[src/hdl/gaussian_3x3_smoother_minmax_unit_assert.svh]
// Assertion macros shared by the smoother modules.
`ifndef GAUSSIAN_3X3_SMOOTHER_MINMAX_UNIT_ASSERT_SVH
`define GAUSSIAN_3X3_SMOOTHER_MINMAX_UNIT_ASSERT_SVH

// Same-cycle implication, off during reset.
`define GSM_ASSERT_NOW(lbl, ante, cons, msg) \
  lbl: assert property (@(posedge clk) disable iff (rst) (ante) |-> (cons)) else $error(msg);

// Next-cycle implication, off during reset.
`define GSM_ASSERT_NEXT(lbl, ante, cons, msg) \
  lbl: assert property (@(posedge clk) disable iff (rst) (ante) |=> (cons)) else $error(msg);

`endif

[src/hdl/gsm_pkg.sv]
`default_nettype none

package gsm_pkg;

  localparam int GSM_MAX_SIZE = 1024;
  localparam int GSM_COL_W = $clog2(GSM_MAX_SIZE);
  localparam int GSM_SIZE_W = 11;

  localparam int GSM_PIX_W = 8;
  localparam int GSM_CSUM_W = 10;
  localparam int GSM_SUM_W = 12;
  localparam int GSM_RECIP_W = 13;
  localparam int GSM_RECIP_SH = 16;
  localparam int GSM_PROD_W = GSM_SUM_W + GSM_RECIP_W;

  localparam logic GSM_OP_PIXEL = 1'b0;
  localparam logic GSM_OP_FLUSH = 1'b1;

  // floor(x / d) == (x * ceil(2^16 / d)) >> 16 for every x below 4096
  localparam logic [GSM_RECIP_W-1:0] GSM_RECIP_9 = 13'd7282;
  localparam logic [GSM_RECIP_W-1:0] GSM_RECIP_12 = 13'd5462;
  localparam logic [GSM_RECIP_W-1:0] GSM_RECIP_16 = 13'd4096;

  localparam int GSM_FIFO_DEPTH = 4;
  localparam int GSM_FIFO_AW = $clog2(GSM_FIFO_DEPTH);
  localparam int GSM_FIFO_CW = GSM_FIFO_AW + 1;

  localparam int GSM_OUT_W = 32;

  typedef struct packed {
    logic [GSM_PIX_W-1:0] bot;
    logic [GSM_PIX_W-1:0] mid;
    logic [GSM_PIX_W-1:0] top;
  } gsm_col_t;

  typedef struct packed {
    gsm_col_t col;
    logic     emit;
    logic     has_l;
    logic     has_r;
    logic     has_t;
    logic     has_b;
    logic     eor;
    logic     eof;
  } gsm_item_t;

endpackage

`default_nettype wire

[src/hdl/gsm_fifo.sv]
`default_nettype none

`include "gaussian_3x3_smoother_minmax_unit_assert.svh"

module gsm_fifo (
  input  logic               clk,
  input  logic               rst,
  input  logic               push,
  input  gsm_pkg::gsm_item_t push_item,
  output logic               full,
  output logic               head_valid,
  output gsm_pkg::gsm_item_t head_item,
  input  logic               pop
);
  import gsm_pkg::*;

  gsm_item_t              slots [GSM_FIFO_DEPTH];
  logic [GSM_FIFO_AW-1:0] wp;
  logic [GSM_FIFO_AW-1:0] rp;
  logic [GSM_FIFO_CW-1:0] count;

  assign full       = count == GSM_FIFO_CW'(GSM_FIFO_DEPTH);
  assign head_valid = count != '0;
  assign head_item  = slots[rp];

  always_ff @(posedge clk) begin
    if (rst) begin
      wp    <= '0;
      rp    <= '0;
      count <= '0;
    end else begin
      if (push) begin
        wp <= wp + GSM_FIFO_AW'(1);
      end
      if (pop) begin
        rp <= rp + GSM_FIFO_AW'(1);
      end
      if (push && !pop) begin
        count <= count + GSM_FIFO_CW'(1);
      end else if (pop && !push) begin
        count <= count - GSM_FIFO_CW'(1);
      end
    end
  end

  always_ff @(posedge clk) begin
    if (push) begin
      slots[wp] <= push_item;
    end
  end

  `GSM_ASSERT_NOW(a_pop_nonempty, pop, count != '0, "queue read while empty")
  `GSM_ASSERT_NOW(a_push_room, push, count != GSM_FIFO_CW'(GSM_FIFO_DEPTH), "queue written while full")

endmodule

`default_nettype wire

[config.mk]
export PLATFORM = sky130hd
export DESIGN_NAME = gsm_fifo
export DESIGN_NICKNAME = d
export VERILOG_FILES = /design/src/hdl/gsm_pkg.sv /design/src/hdl/gsm_fifo.sv
export VERILOG_INCLUDE_DIRS = /design/src /design/src/hdl
export SDC_FILE = /design/constraint.sdc
export NUM_CORES = 1
export LEC_CHECK = 0
export ABC_AREA = 1
export BUFFER_PORTS_ARGS = -buffer_cell sky130_fd_sc_hd__buf_2
export CAP_MARGIN = 40
export CORE_ASPECT_RATIO = 0.6
export CORE_MARGIN = 4
export CORE_UTILIZATION = 35
export CTS_CLUSTER_SIZE = 16
export DETAILED_ROUTE_END_ITERATION = 16
export SLEW_MARGIN = 10
export SYNTH_ARGS = -nofsm -noshare
export SYNTH_HDL_FRONTEND = slang
export SYNTH_SLANG_ARGS = --single-unit
[constraint.sdc]
create_clock -name clk -period 1.5 [get_ports clk]
set_input_delay 0 -clock clk [delete_from_list [all_inputs] [get_ports clk]]
set_output_delay 0 -clock clk [all_outputs]
set_load 0.02 [all_outputs]
Yosys cells after proc, flatten, opt, wreduce, memory -nomap -nowiden. Memory sizes are Yosys's and may differ from the RTL's. A register that Yosys moved wholly into a read port is not among the register bits. Index checks and enable logic that the tools add are counted.

Register bits after elaboration: 7. RAM bits: 124. Input bits: 35. Output and inout bits: 33. Memories kept: 1.

Memories: slots (depth 4, bits a word 31, rd ports 1, clocked after memory_dff 1, write ports 1, line gsm_fifo.sv:17) `gsm_item_t slots [GSM_FIFO_DEPTH];`.

$add $sub $neg: 4. Eq/ne operators: 1. Mux-type cells: 6. Reductions and logical operators: 6.

Operators with widths (number): 3-bit two-way mux (2); 2-bit by 1-bit adder with 2-bit output, second input constant (2); 2-bit two-way mux (2); 3-bit by 1-bit adder with 3-bit output, second input constant (1); 3-bit == test, second input constant (1); 3-bit nonzero test (1); 3-bit by 1-bit subtractor with 3-bit output, second input constant (1); 1-bit logical AND (2); 1-bit zero test (2); 1-bit two-way mux (2); 2-bit nonzero test (1).

Longest topological paths before layout.
Depth after elaboration: 4. Mapped depth: 10. Mapped depth without buffers: 10.

Worst setup path after synthesis. Ideal clock, no wire load.

Path kind: register -> register. From: register wp[0]. To: memory slots[2][0] (netlist name) (enable). Setup time: 386 ps. Data arrival time: 1203 ps. Data required time: 1114 ps. Slack: -89 ps. Stages on the path, launching flop included: 5. Buffers on the path: 0. Period minus slack after synthesis: 1589 ps. Cell sequence: dfxtp_1 > inv_1 > ha_1 > nand2_1 > inv_1.

RTL lines: start, declared (line gsm_fifo.sv:18) `logic [GSM_FIFO_AW-1:0] wp;`; start signal, assigned (line gsm_fifo.sv:33) `wp <= wp + GSM_FIFO_AW'(1);`; end, declared (line gsm_fifo.sv:17).

Straight into the memory's write port.

==> results.toml <==
[worst_setup_path]
rrSetupSlack_ps = 110
cp_data_arrival_time_ps = 1560
worst-r2r-cell-count = 5
end_kind = "output port"
timing.rr.end = "slots[2][11]"
start_kind = "register"
required_ps = 1500
critPathKind = "register to output port"
endpoint = "head_item[14]"
crit_fanout = 7
reg2reg_from = "wp[0]"

[route]
route.detailed.drc = 0
vias_per_cell = 4.843
routed_wl_um = 11880
vias = 3361
ant_nets = 0
drt_iter0_drc = 204
routedWlPerCell_um = 17.12
dr.pass1.iters = 5

[yosys]
syn_area_mm2 = 0.005089
synth_warnings = 0
synth_cell_type_count = 20
synthCells = 359
synth_area_leader_cell = "edfxtp_1"
async_flop_share = 0
synth-edff-count = 124
synth_seq_area_share = 0.7672
yosysTopAreaCellShare = 0.7317
syn_area_per_cell_um2 = 14.17
synthFlopType = "edfxtp_1"
syn_nets = 400
ys_ff_latch = 133
netlist_top_cells_count = "124 x edfxtp_1, 69 x nor2_1, 34 x o21ai_1"
yosysMostFrequentCell = "edfxtp_1"
synthTopCellsByArea = "edfxtp_1 73%, nor2_1 5.1%, o22ai_1 3.8%"

[layout]
diodes = 0
layout-drive-gt1-share = 0.3048
area_growth_pct = 39.05
fin_area_mm2 = 0.007076
fin_nets = 530

[power]
pwr-share-clk = 0.417
total_leakage_power_nw = 2.581
power_switching_mw = 2.303
p_int_mw = 7.222
power_mw = 9.526
powerDensity_mw_per_mm2 = 1346
combPwrFrac = 0.133
peakVddDrop_mv = 0.7261
seqPwrFrac = 0.451
p_sw_frac = 0.2418

[status]
violations = "negative setup slack"
status = "finished, violations left"

[timing]
max_freq_mhz = 640.6
setup_ws_ps = -61.11
worst_pin_slew_ps = 321.9
tns_ps = -453.2
fin_crit_sh = 1.041
rsz0062_at_grt = "yes"
slew_viol_final = 0
skew_ps = 5.935
hold_viol_final = 0
period_minus_slack_ps = 1561
setup-violations-final = 18
slew_headroom = 0.7854

[clock_network]
clkLatencyLatePin_ps = 410
cts_buffers = 17
cts_root_buffer = "clkbuf_16"
clkTransAtPathRegs_ps = 60
cts_tree = "done"
cts_sinks = 133
clk_path_buf_depth = 2
htreeDepth = 4

[global_route]
grt_overflow = 0
grt_max_degree = 31
gr-usage-all-layers = 0.1367
grt_pass1_vias = 3187
grt_pass1_wl_um = 17160
antenna_found_initial = 0

[placed_design]
gp_congestion = 0.7141
port_buffers = 67
placed_area_mm2 = 0.005723
place_hpwl_um = 6735

[floorplan]
die_y_um = 101.4
die_area_mm2 = 0.01660
core_mm2 = 0.01396
die_w_um = 163.7
start_util = 0.3646
ioPinCount = 68
rows = 33

[hold_path]
hold_class = "primary input to register"

[job]
drv_cap = 0
[worst max-delay path: stages (launching register included)]
cell and delay (ps):
dfxtp_4 430, buf_6 150, clkbuf_16 150, o21ai_2 60
o22ai_2 220, buf_6 150
[through the flow]
step | instances | hold WS [ps] | utilization | setup slack, ps
floorplan | 359 | 72.38 | - | 12.99
global placement | 616 | 177.2 | 0.4101 | 127.0
detailed placement | 616 | 179.9 | 0.4101 | 121.9
CTS | 684 | 308.8 | 0.4864 | -40.08
global route | 694 | 340.3 | 0.5070 | -115.9
finish | 694 | 308.8 | 0.5070 | -61.11
[cell type report]
class | count | area, um^2
Timing Repair Buffer | 130 | 1211
Multi-Input combinational cell | 190 | 1059
Fill cell | 1183 | 6880
Clock buffer | 19 | 432.9
Inverter | 17 | 88.84
Tap cell | 192 | 240.2
Clock inverter | 13 | 132.6
Sequential cell | 133 | 3911
[layer usage]
metal,wire length (um),GRT usage,vias up
met5,0,0,-
li1,-,-,1591
met3,726,0.04514,11
met1,5824,0.1921,1662
met2,5232,0.2058,97
met4,100,0.03673,0
[power by group through the flow]
stage               combinational [mW]  sequential [mW]  clock (mW)
CTS                               1.13             4.29        4.02
global placement                 0.934             4.36           0
finish                            1.26             4.29        3.97
detailed placement               0.950             4.37           0
global route                      1.36             4.30        4.23
floorplan                        0.589             4.35           0
[sequential cells by signal, indices dropped and copies added, names as in the netlist, named ones only]
| name | cells |
|---|---|
| count | 3 |
| rp | 2 |
| slots | 124 |
| wp | 2 |
[layout by cell type, fill, tap and decap left out, types with 5 or more instances in the layout]
cell	synthesis	layout
buf_2	6	35
dlygate4sd3_1	0	34
clkinvlp_4	0	5
o22ai_2	0	10
o21ai_0	33	19
clkbuf_16	0	21
nor2_1	69	67
edfxtp_1	124	124
buf_12	0	8
o22ai_1	31	21
buf_6	10	16
o21ai_2	0	7
ha_1	5	5
inv_1	15	11
nand2_1	10	8
dfxtp_1	9	7
o21ai_1	34	40
buf_4	3	31
[timing repair]
| action | in CTS | in global routing |
|---|---|---|
| hold endpoints to repair | 133 | 0 |
| pin swaps | 0 | 28 |
| endpoints found under the setup margin | 31 | 32 |
| hold buffers | 34 | 0 |
| setup buffers | 2 | 4 |
| gates cloned | 0 | 6 |
| resized for setup | 48 | 47 |
[worst min path at each step]
stage          startpoint        to  slack (ps)  cells after the start
6_report              rst  count[0]         310                      3
5_1_grt               rst  count[0]         340                      3
4_1_cts               rst  count[0]         310                      3
3_5_place_dp          rst  count[0]         180                      2
3_3_place_gp          rst  count[0]         180                      2
2_1_floorplan         rst  count[0]          70                      1
[cells by family (layout without fill, tap and decap cells)]
| family | count (synthesis) | count (layout) | share of synthesized area |
|---|---|---|---|
| DFF | 133 | 133 | 0.7671 |
| AOI/OAI and AO/OA | 101 | 101 | 0.1070 |
| and+or+nand+nor | 82 | 82 | 0.06147 |
| buffers and inverters | 36 | 179 | 0.04647 |
| adders and majority gates | 6 | 6 | 0.01623 |
| xor gates and xnor gates | 1 | 1 | 0.001721 |
(Power assumes the default switching activity.)
