[config.mk]
export PLATFORM = sky130hd
export DESIGN_NAME = gsm_back
export DESIGN_NICKNAME = d
export VERILOG_FILES = /design/src/hdl/gsm_pkg.sv /design/src/hdl/gsm_back.sv
export VERILOG_INCLUDE_DIRS = /design/src /design/src/hdl
export SDC_FILE = /design/constraint.sdc
export NUM_CORES = 1
export LEC_CHECK = 0
export CORE_ASPECT_RATIO = 2
export CORE_UTILIZATION = 66
export CTS_CLUSTER_SIZE = 20
export DETAILED_ROUTE_END_ITERATION = 8
export DONT_BUFFER_PORTS = 1
export PLACE_DENSITY = 0.83
export SLEW_MARGIN = 20
export SYNTH_ARGS = -nofsm -noshare
export SYNTH_HDL_FRONTEND = slang
export SYNTH_SLANG_ARGS = --single-unit
[constraint.sdc]
create_clock -name clk -period 6.5 [get_ports clk]
set_clock_uncertainty 0.15 [all_clocks]
set_input_delay 0.65 -clock clk [delete_from_list [all_inputs] [get_ports clk]]
set_output_delay 0.65 -clock clk [all_outputs]
set_load 0.1 [all_outputs]
[src/hdl/gaussian_3x3_smoother_minmax_unit_assert.svh]
// Assertion macros shared by the smoother modules.
`ifndef GAUSSIAN_3X3_SMOOTHER_MINMAX_UNIT_ASSERT_SVH
`define GAUSSIAN_3X3_SMOOTHER_MINMAX_UNIT_ASSERT_SVH

// Same-cycle implication, off during reset.
`define GSM_ASSERT_NOW(lbl, ante, cons, msg) \
  lbl: assert property (@(posedge clk) disable iff (rst) (ante) |-> (cons)) else $error(msg);

// Next-cycle implication, off during reset.
`define GSM_ASSERT_NEXT(lbl, ante, cons, msg) \
  lbl: assert property (@(posedge clk) disable iff (rst) (ante) |=> (cons)) else $error(msg);

`endif

[src/hdl/gsm_pkg.sv]
`default_nettype none

package gsm_pkg;

  localparam int GSM_MAX_SIZE = 1024;
  localparam int GSM_COL_W = $clog2(GSM_MAX_SIZE);
  localparam int GSM_SIZE_W = 11;

  localparam int GSM_PIX_W = 8;
  localparam int GSM_CSUM_W = 10;
  localparam int GSM_SUM_W = 12;
  localparam int GSM_RECIP_W = 13;
  localparam int GSM_RECIP_SH = 16;
  localparam int GSM_PROD_W = GSM_SUM_W + GSM_RECIP_W;

  localparam logic GSM_OP_PIXEL = 1'b0;
  localparam logic GSM_OP_FLUSH = 1'b1;

  // floor(x / d) == (x * ceil(2^16 / d)) >> 16 for every x below 4096
  localparam logic [GSM_RECIP_W-1:0] GSM_RECIP_9 = 13'd7282;
  localparam logic [GSM_RECIP_W-1:0] GSM_RECIP_12 = 13'd5462;
  localparam logic [GSM_RECIP_W-1:0] GSM_RECIP_16 = 13'd4096;

  localparam int GSM_FIFO_DEPTH = 4;
  localparam int GSM_FIFO_AW = $clog2(GSM_FIFO_DEPTH);
  localparam int GSM_FIFO_CW = GSM_FIFO_AW + 1;

  localparam int GSM_OUT_W = 32;

  typedef struct packed {
    logic [GSM_PIX_W-1:0] bot;
    logic [GSM_PIX_W-1:0] mid;
    logic [GSM_PIX_W-1:0] top;
  } gsm_col_t;

  typedef struct packed {
    gsm_col_t col;
    logic     emit;
    logic     has_l;
    logic     has_r;
    logic     has_t;
    logic     has_b;
    logic     eor;
    logic     eof;
  } gsm_item_t;

endpackage

`default_nettype wire

[src/hdl/gsm_back.sv]
`default_nettype none

`include "gaussian_3x3_smoother_minmax_unit_assert.svh"

module gsm_back (
  input  logic                            clk,
  input  logic                            rst,
  input  logic                            restart,
  input  logic                            in_valid,
  input  gsm_pkg::gsm_item_t              in_item,
  output logic                            in_pop,
  output logic                            m_axis_tvalid,
  input  logic                            m_axis_tready,
  output logic [gsm_pkg::GSM_OUT_W-1:0]   m_axis_tdata,
  output logic                            m_axis_tuser,
  output logic                            m_axis_tlast
);
  import gsm_pkg::*;

  function automatic logic [GSM_CSUM_W-1:0] col_sum(gsm_col_t c, logic ht, logic hb);
    logic [GSM_CSUM_W-1:0] t;
    logic [GSM_CSUM_W-1:0] b;
    t = ht ? GSM_CSUM_W'(c.top) : '0;
    b = hb ? GSM_CSUM_W'(c.bot) : '0;
    return t + {1'b0, c.mid, 1'b0} + b;
  endfunction

  gsm_col_t              w1;
  gsm_col_t              w2;
  logic [GSM_CSUM_W-1:0] cs_l;
  logic [GSM_CSUM_W-1:0] cs_m;
  logic [GSM_CSUM_W-1:0] cs_r;
  logic [GSM_SUM_W-1:0]  sum;
  logic [GSM_RECIP_W-1:0] recip;

  logic                   s1_valid;
  logic [GSM_SUM_W-1:0]   s1_sum;
  logic [GSM_RECIP_W-1:0] s1_recip;
  logic                   s1_eor;
  logic                   s1_eof;
  logic [GSM_PROD_W-1:0]  prod;

  logic                   s2_valid;
  logic [GSM_PIX_W-1:0]   s2_val;
  logic                   s2_eor;
  logic                   s2_eof;

  logic                   out_valid;
  logic [GSM_PIX_W-1:0]   out_val;
  logic                   out_eor;
  logic                   out_eof;
  logic [GSM_PIX_W-1:0]   out_max;
  logic [GSM_PIX_W-1:0]   out_min;
  logic [GSM_PIX_W-1:0]   out_thr;

  logic [GSM_PIX_W-1:0]   run_max;
  logic [GSM_PIX_W-1:0]   run_min;
  logic [GSM_PIX_W-1:0]   nmax;
  logic [GSM_PIX_W-1:0]   nmin;
  logic [GSM_PIX_W:0]     mm_sum;

  logic out_free;
  logic s2_load;
  logic s1_load;

  assign out_free = !out_valid || m_axis_tready;
  assign s2_load  = !s2_valid || out_free;
  assign s1_load  = !s1_valid || s2_load;
  assign in_pop   = in_valid && s1_load;

  // Window: left = w1, middle = w2, right = incoming column.
  always_comb begin
    cs_l = col_sum(w1, in_item.has_t, in_item.has_b);
    cs_m = col_sum(w2, in_item.has_t, in_item.has_b);
    cs_r = col_sum(in_item.col, in_item.has_t, in_item.has_b);
    sum  = (in_item.has_l ? GSM_SUM_W'(cs_l) : '0) + {1'b0, cs_m, 1'b0}
         + (in_item.has_r ? GSM_SUM_W'(cs_r) : '0);
    if (in_item.has_l && in_item.has_r && in_item.has_t && in_item.has_b) begin
      recip = GSM_RECIP_16;
    end else if ((in_item.has_l != in_item.has_r) && (in_item.has_t != in_item.has_b)) begin
      recip = GSM_RECIP_9;
    end else begin
      recip = GSM_RECIP_12;
    end
  end

  assign prod = GSM_PROD_W'(s1_sum) * GSM_PROD_W'(s1_recip);

  always_comb begin
    nmax   = (s2_val > run_max) ? s2_val : run_max;
    nmin   = (s2_val < run_min) ? s2_val : run_min;
    mm_sum = {1'b0, nmax} + {1'b0, nmin};
  end

  always_ff @(posedge clk) begin
    if (rst) begin
      s1_valid  <= 1'b0;
      s2_valid  <= 1'b0;
      out_valid <= 1'b0;
      run_max   <= '0;
      run_min   <= '1;
    end else begin
      if (s1_load) begin
        s1_valid <= in_pop && in_item.emit;
      end
      if (s2_load) begin
        s2_valid <= s1_valid;
      end
      if (out_free) begin
        out_valid <= s2_valid;
      end
      if (restart) begin
        run_max <= '0;
        run_min <= '1;
      end else if (out_free && s2_valid) begin
        if (s2_eof) begin
          run_max <= '0;
          run_min <= '1;
        end else begin
          run_max <= nmax;
          run_min <= nmin;
        end
      end
    end
  end

  always_ff @(posedge clk) begin
    if (in_pop) begin
      w1 <= w2;
      w2 <= in_item.col;
    end
    if (s1_load) begin
      s1_sum   <= sum;
      s1_recip <= recip;
      s1_eor   <= in_item.eor;
      s1_eof   <= in_item.eof;
    end
    if (s2_load) begin
      s2_val <= prod[GSM_RECIP_SH +: GSM_PIX_W];
      s2_eor <= s1_eor;
      s2_eof <= s1_eof;
    end
    if (out_free) begin
      out_val <= s2_val;
      out_eor <= s2_eor;
      out_eof <= s2_eof;
      if (s2_eof) begin
        out_max <= nmax;
        out_min <= nmin;
        out_thr <= mm_sum[GSM_PIX_W:1];
      end else begin
        out_max <= '0;
        out_min <= '0;
        out_thr <= '0;
      end
    end
  end

  assign m_axis_tvalid = out_valid;
  assign m_axis_tdata  = {out_thr, out_min, out_max, out_val};
  assign m_axis_tuser  = out_eor;
  assign m_axis_tlast  = out_eof;

  `GSM_ASSERT_NOW(a_minmax_order, out_valid && out_eof, out_min <= out_max, "frame minimum above maximum")
  `GSM_ASSERT_NOW(a_thr_range, out_valid && out_eof, (out_thr >= out_min) && (out_thr <= out_max), "threshold outside min/max")
  `GSM_ASSERT_NOW(a_stats_zero, out_valid && !out_eof, (out_max == '0) && (out_min == '0) && (out_thr == '0), "frame statistics on a mid-frame result")

endmodule

`default_nettype wire
Yosys cells after proc, flatten, opt, wreduce, memory -nomap -nowiden
Index checks and enable logic that the tools add are counted.
{"block": "word_totals", "register_bits": 138, "word_cells": 65, "in_bits": 36}
{"block": "classes", "muxes": 13, "magnitude_cmp": 2, "n_reduce_logical": 14, "n_mul": 1, "n_addsub": 9, "n_eq_ne": 2}
{"cell": "$mux W8", "n": 10}
{"cell": "$add A10 B8 Y10", "n": 3}
{"cell": "$add A8 B9 Y10", "n": 3}
{"cell": "$mul A12 B13 Y24", "n": 1}
{"cell": "$mux W10", "n": 2}
{"cell": "$add A10 B11 Y12", "n": 1}
{"cell": "$add A12 B10 Y12", "n": 1}
{"cell": "$mux W12", "n": 1}
{"cell": "$add A8 B8 Y9", "n": 1}
{"cell": "$gt A8 B8 Y1", "n": 1}
{"cell": "$lt A8 B8 Y1", "n": 1}
{"cell": "$logic_and A1 B1 Y1", "n": 7}
{"cell": "$logic_not A1 Y1", "n": 3}
{"cell": "$logic_or A1 B1 Y1", "n": 3}
{"cell": "$ne A1 B1 Y1", "n": 2}
{"cell": "$reduce_or A2 Y1", "n": 1}

Depth between registers and ports, before layout
Gate-level depths: netlist of the first run.
{"block": "depth", "depth_word": 6, "depth_mapped": 22}

Least setup slack after synthesis of the first run
Ideal clock, no wire load.
{"block": "synth_path", "path_kind": "register to register", "startpoint": "register s1_recip[10]", "endpoint": "register s2_val[7] (data pin)", "synth_period_minus_slack_ns": 5.469, "stages_incl_launch_ff": 21, "path_buffers": 1, "path_slack_ns": 1.031, "t_arrival_ns": 5.162, "setup_ns": 0.157, "path_cell_list": "edfxtp_1 -> clkbuf_1 -> and2_1 -> ha_1 -> inv_1 -> fa_1 -> inv_1 -> fa_1 -> fa_1 -> inv_1 -> fa_1 -> inv_1 -> ha_1 -> a211o_1 -> o221ai_1 -> nor2_1 -> a211oi_4 -> o21ai_2 -> o41a_1 -> and4_4 -> nor3_1"}
{"block": "synth_between", "elab_chain_len": 1}
{"element": "from (decl)", "line_no": "gsm_back.sv:38", "source": "logic [GSM_RECIP_W-1:0] s1_recip;"}
{"element": "from (signal assigned)", "line_no": "gsm_back.sv:134", "source": "s1_recip <= recip;"}
{"element": "$mul A12 B13 Y24", "line_no": "gsm_back.sv:87", "source": "assign prod = GSM_PROD_W'(s1_sum) * GSM_PROD_W'(s1_recip);"}
{"element": "via prod[23]", "line_no": "gsm_back.sv:41", "source": "logic [GSM_PROD_W-1:0] prod;"}
{"element": "to (signal assigned)", "line_no": "gsm_back.sv:139", "source": "s2_val <= prod[GSM_RECIP_SH +: GSM_PIX_W];"}
{"element": "to (decl)", "line_no": "gsm_back.sv:44", "source": "logic [GSM_PIX_W-1:0] s2_val;"}
The timed path passes the listed nets, and every way through them passes these cells.
A chain may end at the register's enable or synchronous reset.

Worst setup path in the final report of the first run
{"block": "layout_path", "startpoint": "register s1_recip[10]", "endpoint": "register s2_val[6] (data pin)"}
The elaborated chain is that of the path after synthesis.

==> results of run 1 <==
[critical path, delay by kind of cell, from the launching register on]
kind / cells / cell delay, ns
DFF: 1 / 0.56
buffers and inverters: 2 / 0.10
adders and majority gates: 6 / 2.80
AOI/OAI and AO/OA: 6 / 1.60
and+or+nand+nor: 2 / 0.41
xor gates and xnor gates: 1 / 0.10
[registers in the layout, summed over array words and instances (netlist names), 3 cells and up]
name / count
out_max: 8
out_min: 8
out_thr: 8
out_val: 8
run_max: 8
run_min: 8
s1_recip: 3
s1_sum: 12
s2_val: 8
w1: 24
w2: 24
[cell usage in the layout, fill, tap and decap left out, drive strengths merged, types with 3 or more instances in the layout]
cell,Yosys,routed
inv,174,180
ha,142,142
edfxtp,109,109
and2,97,97
fa,94,94
nand2,46,46
a21oi,42,42
nor2,41,41
xnor2,29,29
o21ai,24,24
nor2b,22,22
dfxtp,19,19
clkbuf,15,18
xor2,11,11
a21o,11,11
o21bai,9,9
o21a,8,8
mux2i,8,8
o22ai,8,8
nand3,6,6
nand2b,6,6
clkinv,0,5
nor3,4,4
nand4,3,3
nor4,3,3
a31oi,3,3
buf,2,3
a211oi,3,3
[through the flow]
step / setup WS, ns / cell area (um^2)
finish: 0.523 / 11300
global route: 0.274 / 11300
floorplan: 1.03 / 10600
CTS: 0.551 / 11300
global placement: 0.670 / 10800
detailed placement: 0.582 / 10800
[cells by family after synthesis]
kind of cell	Yosys count	share of synthesized area, %
mux	8	0.758
flops	128	34.6
compound gates	125	7.56
xor+xnor	40	3.32
simple gates	241	12.4
buf+inv	191	6.80
fa+ha+maj	236	34.6
[per-layer routing]
metal,share of wire (%),up-vias
met5,0,-
met4,7.1,0
met3,2.1,86
met2,62,173
met1,29,3321
li1,-,3223
[worst min path at each step]
| stage | start | endpoint | slack, ns | cells after the start |
|---|---|---|---|---|
| global route | rst | s1_valid | 0.13 | 1 |
| global placement | s1_eor | s2_eor | 0.25 | 0 |
| finish | rst | s1_valid | 0.14 | 1 |
| CTS | rst | s1_valid | 0.13 | 1 |
| floorplan | s2_eor | m_axis_tuser | 0.25 | 0 |
| detailed placement | s1_eof | s2_eof | 0.27 | 0 |
[synthesized netlist by cell type, drive strengths merged (2+ instances only)]
master  instances
inv           174
ha            142
edfxtp        109
and2           97
fa             94
nand2          46
a21oi          42
nor2           41
xnor2          29
o21ai          24
nor2b          22
dfxtp          19
clkbuf         15
a21o           11
xor2           11
o21bai          9
mux2i           8
o21a            8
o22ai           8
nand2b          6
nand3           6
nor3            4
a211oi          3
a31oi           3
nand4           3
nor4            3
a211o           2
a21boi          2
a311o           2
buf             2
nand3b          2
o311ai          2
[area by class of cell]
cell class,instances,area [um^2]
inverters,174,653
well taps,201,251
clock inverters,14,129
repair buffers,3,22.5
fillers,1088,4350
multi-input cells,650,6200
clock buffers,18,439
flip-flops and latches,128,3650
==> metrics.cfg, run 1 <==
[floorplanning]
initial_core_util_pct=67.3
fp.dieH_um=181
ios=72
die_w_um=91.5
num_rows=65
die_area_um2=16500
core_um2=15700

[drt]
ant_nets=0
wirelength_um=21600
drt_iter0_drc=164
viasPerCell=5.73
routedWlPerCell_um=18.2
drc=0
vias=6803
drtPass1Iterations=4

[synth]
ys_types=57
synth.avg_cell_area_um2=10.9
syn_inst=969
synth_edf_count=109
synth_area_leaders=edfxtp_1 31%, fa_1 18%, ha_1 17%
synth-async-reset-ratio_pct=0
synth_area_um2=10600
ys_ff_latch=128
ys.flop_type=edfxtp_1
yosysTopAreaCellShare_pct=31.0
synth_largest_area_cell=edfxtp_1
ys_seq_area_share_pct=34.6
yosysWarnings=0
syn-num-nets=1241

[cts]
cts_buffers=17
clockBufferDepth=2
post_cts_buffers=0
root_buffer=clkbuf_16
cts_tree=done
clock_latency_ns=0.42
ctsHtreeMaxLevel=4
ctsHoldBuffers=0
clkSlewWorstSetupHoldPaths_ns=0.06
ctsResizeCount=0
clock_sink_count=128

[grt]
antenna_found_initial=0
busiest_layer=met2
grt_pass1_vias=7593
grt_pass1_wl_um=35000
use_met2_pct=59.1
globalRouteMet3Util_pct=4.00
grt_util_met1_pct=22.2
grt.total_usage_pct=28.6
grt_max_degree=37
globalRoute.totalOverflow=0

[finish]
diodes=0
finalNonFillerCells=1188
area_delta_synth_final_pct=7.39
final_util_pct=72.3
nNetsFinal=1246
drive_gt1_share_pct=4.26

[setup_path]
critPathKind=reg -> reg
path_max_fanout=12
r2r_start=s1_recip[10]
path_cells=and2_1 -> ha_1 -> fa_1 -> fa_1 -> fa_1 -> inv_1 -> fa_1 -> inv_1 -> ha_1 -> a211o_1 -> o221ai_1 -> nor2_1 -> a211oi_4 -> o21ai_2 -> o41a_1 -> a21oi_1 -> xnor2_1
cpPeakStageDelay_ns=0.56
r2r_end=s2_val[6]
slowest_stage=edfxtp_1
worstSetupEndpoint=s2_val[6]
critPathLaunchType=flop
startpoint=s1_recip[10]
cp-end-kind=flop
required_ns=6.52
rr_worst_depth=17
cp.arrival_ns=6.00
cpMostUsedCell=fa_1
r2r_slack_ns=0.52

[timing]
max_freq_mhz=167
setup_viol=0
fin_setup_tns_ns=0
slew_headroom_pct=35.2
finalCriticalPeriod_ns=5.98
finalHoldViolCount=0
slew_violations=0
worstMarginPinSlew_ns=0.970
period_share_pct=91.9
whs_ns=0.141
rsz0062_at_grt=no

[placement]
io_buffers=0
placedCellCount=1156
finalWeightedCongestion=0.976
dpl.hpwl_um=17900

[min_path]
hold_path.class=in -> reg

[run_status]
status=complete, no violations

[job]
maxCapViolations=0

Power of run 1 is not shown: default switching activity piles up to over one toggle a cycle in this logic, so the estimate is an artifact.
==> inputs of run 2 (changes only) <==
--- a/config.mk
+++ b/config.mk
@@ -6,8 +6,10 @@
 export SDC_FILE = /design/constraint.sdc
 export NUM_CORES = 1
 export LEC_CHECK = 0
+export CELL_PAD_IN_SITES_DETAIL_PLACEMENT = 1
+export CELL_PAD_IN_SITES_GLOBAL_PLACEMENT = 2
 export CORE_ASPECT_RATIO = 2
-export CORE_UTILIZATION = 66
+export CORE_UTILIZATION = 44
 export CTS_CLUSTER_SIZE = 20
 export DETAILED_ROUTE_END_ITERATION = 8
 export DONT_BUFFER_PORTS = 1
==> run 2 against run 1 <==
Against the previous run:
- count of clock-buffer cells in the layout decreased by 1
- routed wire length increased by 8.9%
- worst setup slack improved by 0.048 ns
- utilization decreased by 23 points
- die area increased by 49%
- final cell count increased by 6.9%
- flip-flop and latch count unchanged
- the flow now finishes with violations (DRC)
- sequential share of layout area decreased by 0.26 points
- fmax increased by 0.82%
- critical path depth unchanged
==> metrics.cfg, run 2 (synthesis gave the netlist of run 1 again) <==
[grt]
grt.total_usage_pct=20.5  ; -8.0 points
globalRoute.totalOverflow=0  ; unchanged
grt_pass1_vias=7773  ; +2.4%
grt_max_degree=37  ; unchanged
grt_pass1_wl_um=37600  ; +7.3%
antenna_found_initial=0  ; unchanged

[setup_path]
critPathKind=reg -> reg
critPathLaunchType=flop
path_max_fanout=12  ; unchanged
r2r_slack_ns=0.57  ; +0.05 ns
path_cells=and2_1 -> ha_1 -> fa_1 -> fa_1 -> fa_1 -> inv_1 -> fa_1 -> inv_1 -> ha_1 -> a211o_1 -> a211oi_1 -> nor2_1 -> a211oi_4 -> o21ai_2 -> o41a_1 -> nor4_1 -> nor3_1
path_delay_family=adder cells
cpPeakStageDelay_ns=0.56  ; about the same
slowest_stage=edfxtp_1
cpMostUsedCell=fa_1
path_buf_inv=2  ; unchanged
cp-end-kind=flop
cp.arrival_ns=5.97  ; -0.03 ns
required_ns=6.54  ; +0.02 ns

[finish]
layout_commonest_cell=inv_1
area_delta_synth_final_pct=8.28
nNetsFinal=1246  ; unchanged
diodes=0  ; unchanged
final_cell_mix=174 x inv_1, 142 x ha_1, 109 x edfxtp_1, 96 x and2_1, 94 x fa_1
top_regs=w1: 24 flops, w2: 24 flops, s1_sum: 12 flops
drive_gt1_share_pct=4.26  ; unchanged

[cts]
cts_tree=done
clkSlewWorstSetupHoldPaths_ns=0.06  ; about the same
clock_sink_count=128  ; unchanged
ctsHtreeMaxLevel=4  ; unchanged
clock_latency_ns=0.45  ; +0.03 ns
clockBufferDepth=2  ; unchanged
cts_buffers=17  ; unchanged
ctsHoldBuffers=0  ; unchanged
post_cts_buffers=0  ; unchanged
root_buffer=clkbuf_16
ctsResizeCount=0  ; unchanged

[placement]
finalWeightedCongestion=0.842  ; -14%
io_buffers=0  ; unchanged
dpl.hpwl_um=20000  ; +12%

[drt]
wirelength_um=23500  ; +8.9%
drc=3  ; +3
vias=6743  ; -0.88%
ant_nets=0  ; unchanged
drtPass1Iterations=6  ; +2
viasPerCell=5.31  ; -7.3%
drt_iter0_drc=178  ; +8.5%
routedWlPerCell_um=18.5  ; +1.9%

[floorplanning]
die_area_um2=24700  ; +49%
die_w_um=112  ; +22%
core_um2=23400  ; +49%
fp.dieH_um=221  ; +22%
initial_core_util_pct=45.1  ; -22 points
ios=72  ; unchanged
num_rows=79  ; +22%

[timing]
finalCriticalPeriod_ns=5.93  ; -0.0484 ns
max_freq_mhz=169  ; +0.82%
finalHoldViolCount=0  ; unchanged
fin_setup_tns_ns=0  ; unchanged
slew_violations=0  ; unchanged
period_share_pct=91.2  ; -0.74 points
worstMarginPinSlew_ns=0.958  ; -0.0119 ns
rsz0062_at_grt=no
setup_viol=0  ; unchanged
whs_ns=0.117  ; -0.0234 ns
slew_headroom_pct=36.0  ; +0.79 points

[job]
maxCapViolations=0  ; unchanged

[min_path]
hold_path.class=in -> reg

[run_status]
status=complete, but fails checks
violations=DRC

==> run 2: changes by cell type in the layout (fill, tap and decap cells not counted), sizes merged <==
cell      previous run  this run
inv                180       179
clkbuf              18        17
clkinvlp             2         4
==> run 2: worst reg2reg max path, cell delays in order (launching register included) <==
cell and delay (ns):
edfxtp_1 0.56, and2_1 0.28, ha_1 0.36, fa_1 0.54, fa_1 0.52, fa_1 0.54, inv_1 0.06, fa_1 0.52
inv_1 0.04, ha_1 0.31, a211o_1 0.28, a211oi_1 0.26, nor2_1 0.11, a211oi_4 0.29, o21ai_2 0.14, o41a_1 0.39
nor4_1 0.22, nor3_1 0.09
==> run 2: through the flow <==
stage          util (%)  setup slack [ns]  instances  area [um^2]
2_1_floorplan         -              1.03        969        10600
3_3_place_gp       46.4             0.645       1238        10900
3_5_place_dp       46.4             0.534       1238        10900
4_1_cts            48.8             0.548       1270        11400
5_1_grt            48.8             0.238       1270        11400
6_report           48.8             0.572       1270        11400
==> run 2: final cells by class <==
class                   count  area (um^2)
inverters                 174          653
fillers                  2504        12000
repair buffers              3         22.5
well taps                 283          354
multi-input cells         650         6190
clock buffers              17          425
flip-flops and latches    128         3650
clock inverters            15          135
==> run 2: path summary, 6_finish.rpt <==
check | startpoint | endpoint | cells past startpoint
setup reg to reg | s1_recip[10] | s2_val[7] | 17
hold reg to reg | s2_eor | m_axis_tuser | 0
hold / removal | rst | s1_valid | 1
setup / recovery | s1_recip[10] | s2_val[7] | 17
==> run 2: layer usage <==
layer  global-route usage [%]  vias up  wire length (um)
met3                     2.66       58               371
met4                     13.9        0              1360
met2                     45.5      105             15200
met5                        0        -                 0
li1                         -     3220                 -
met1                     14.5     3360              6600
Power of run 2 is left out for the same reason.
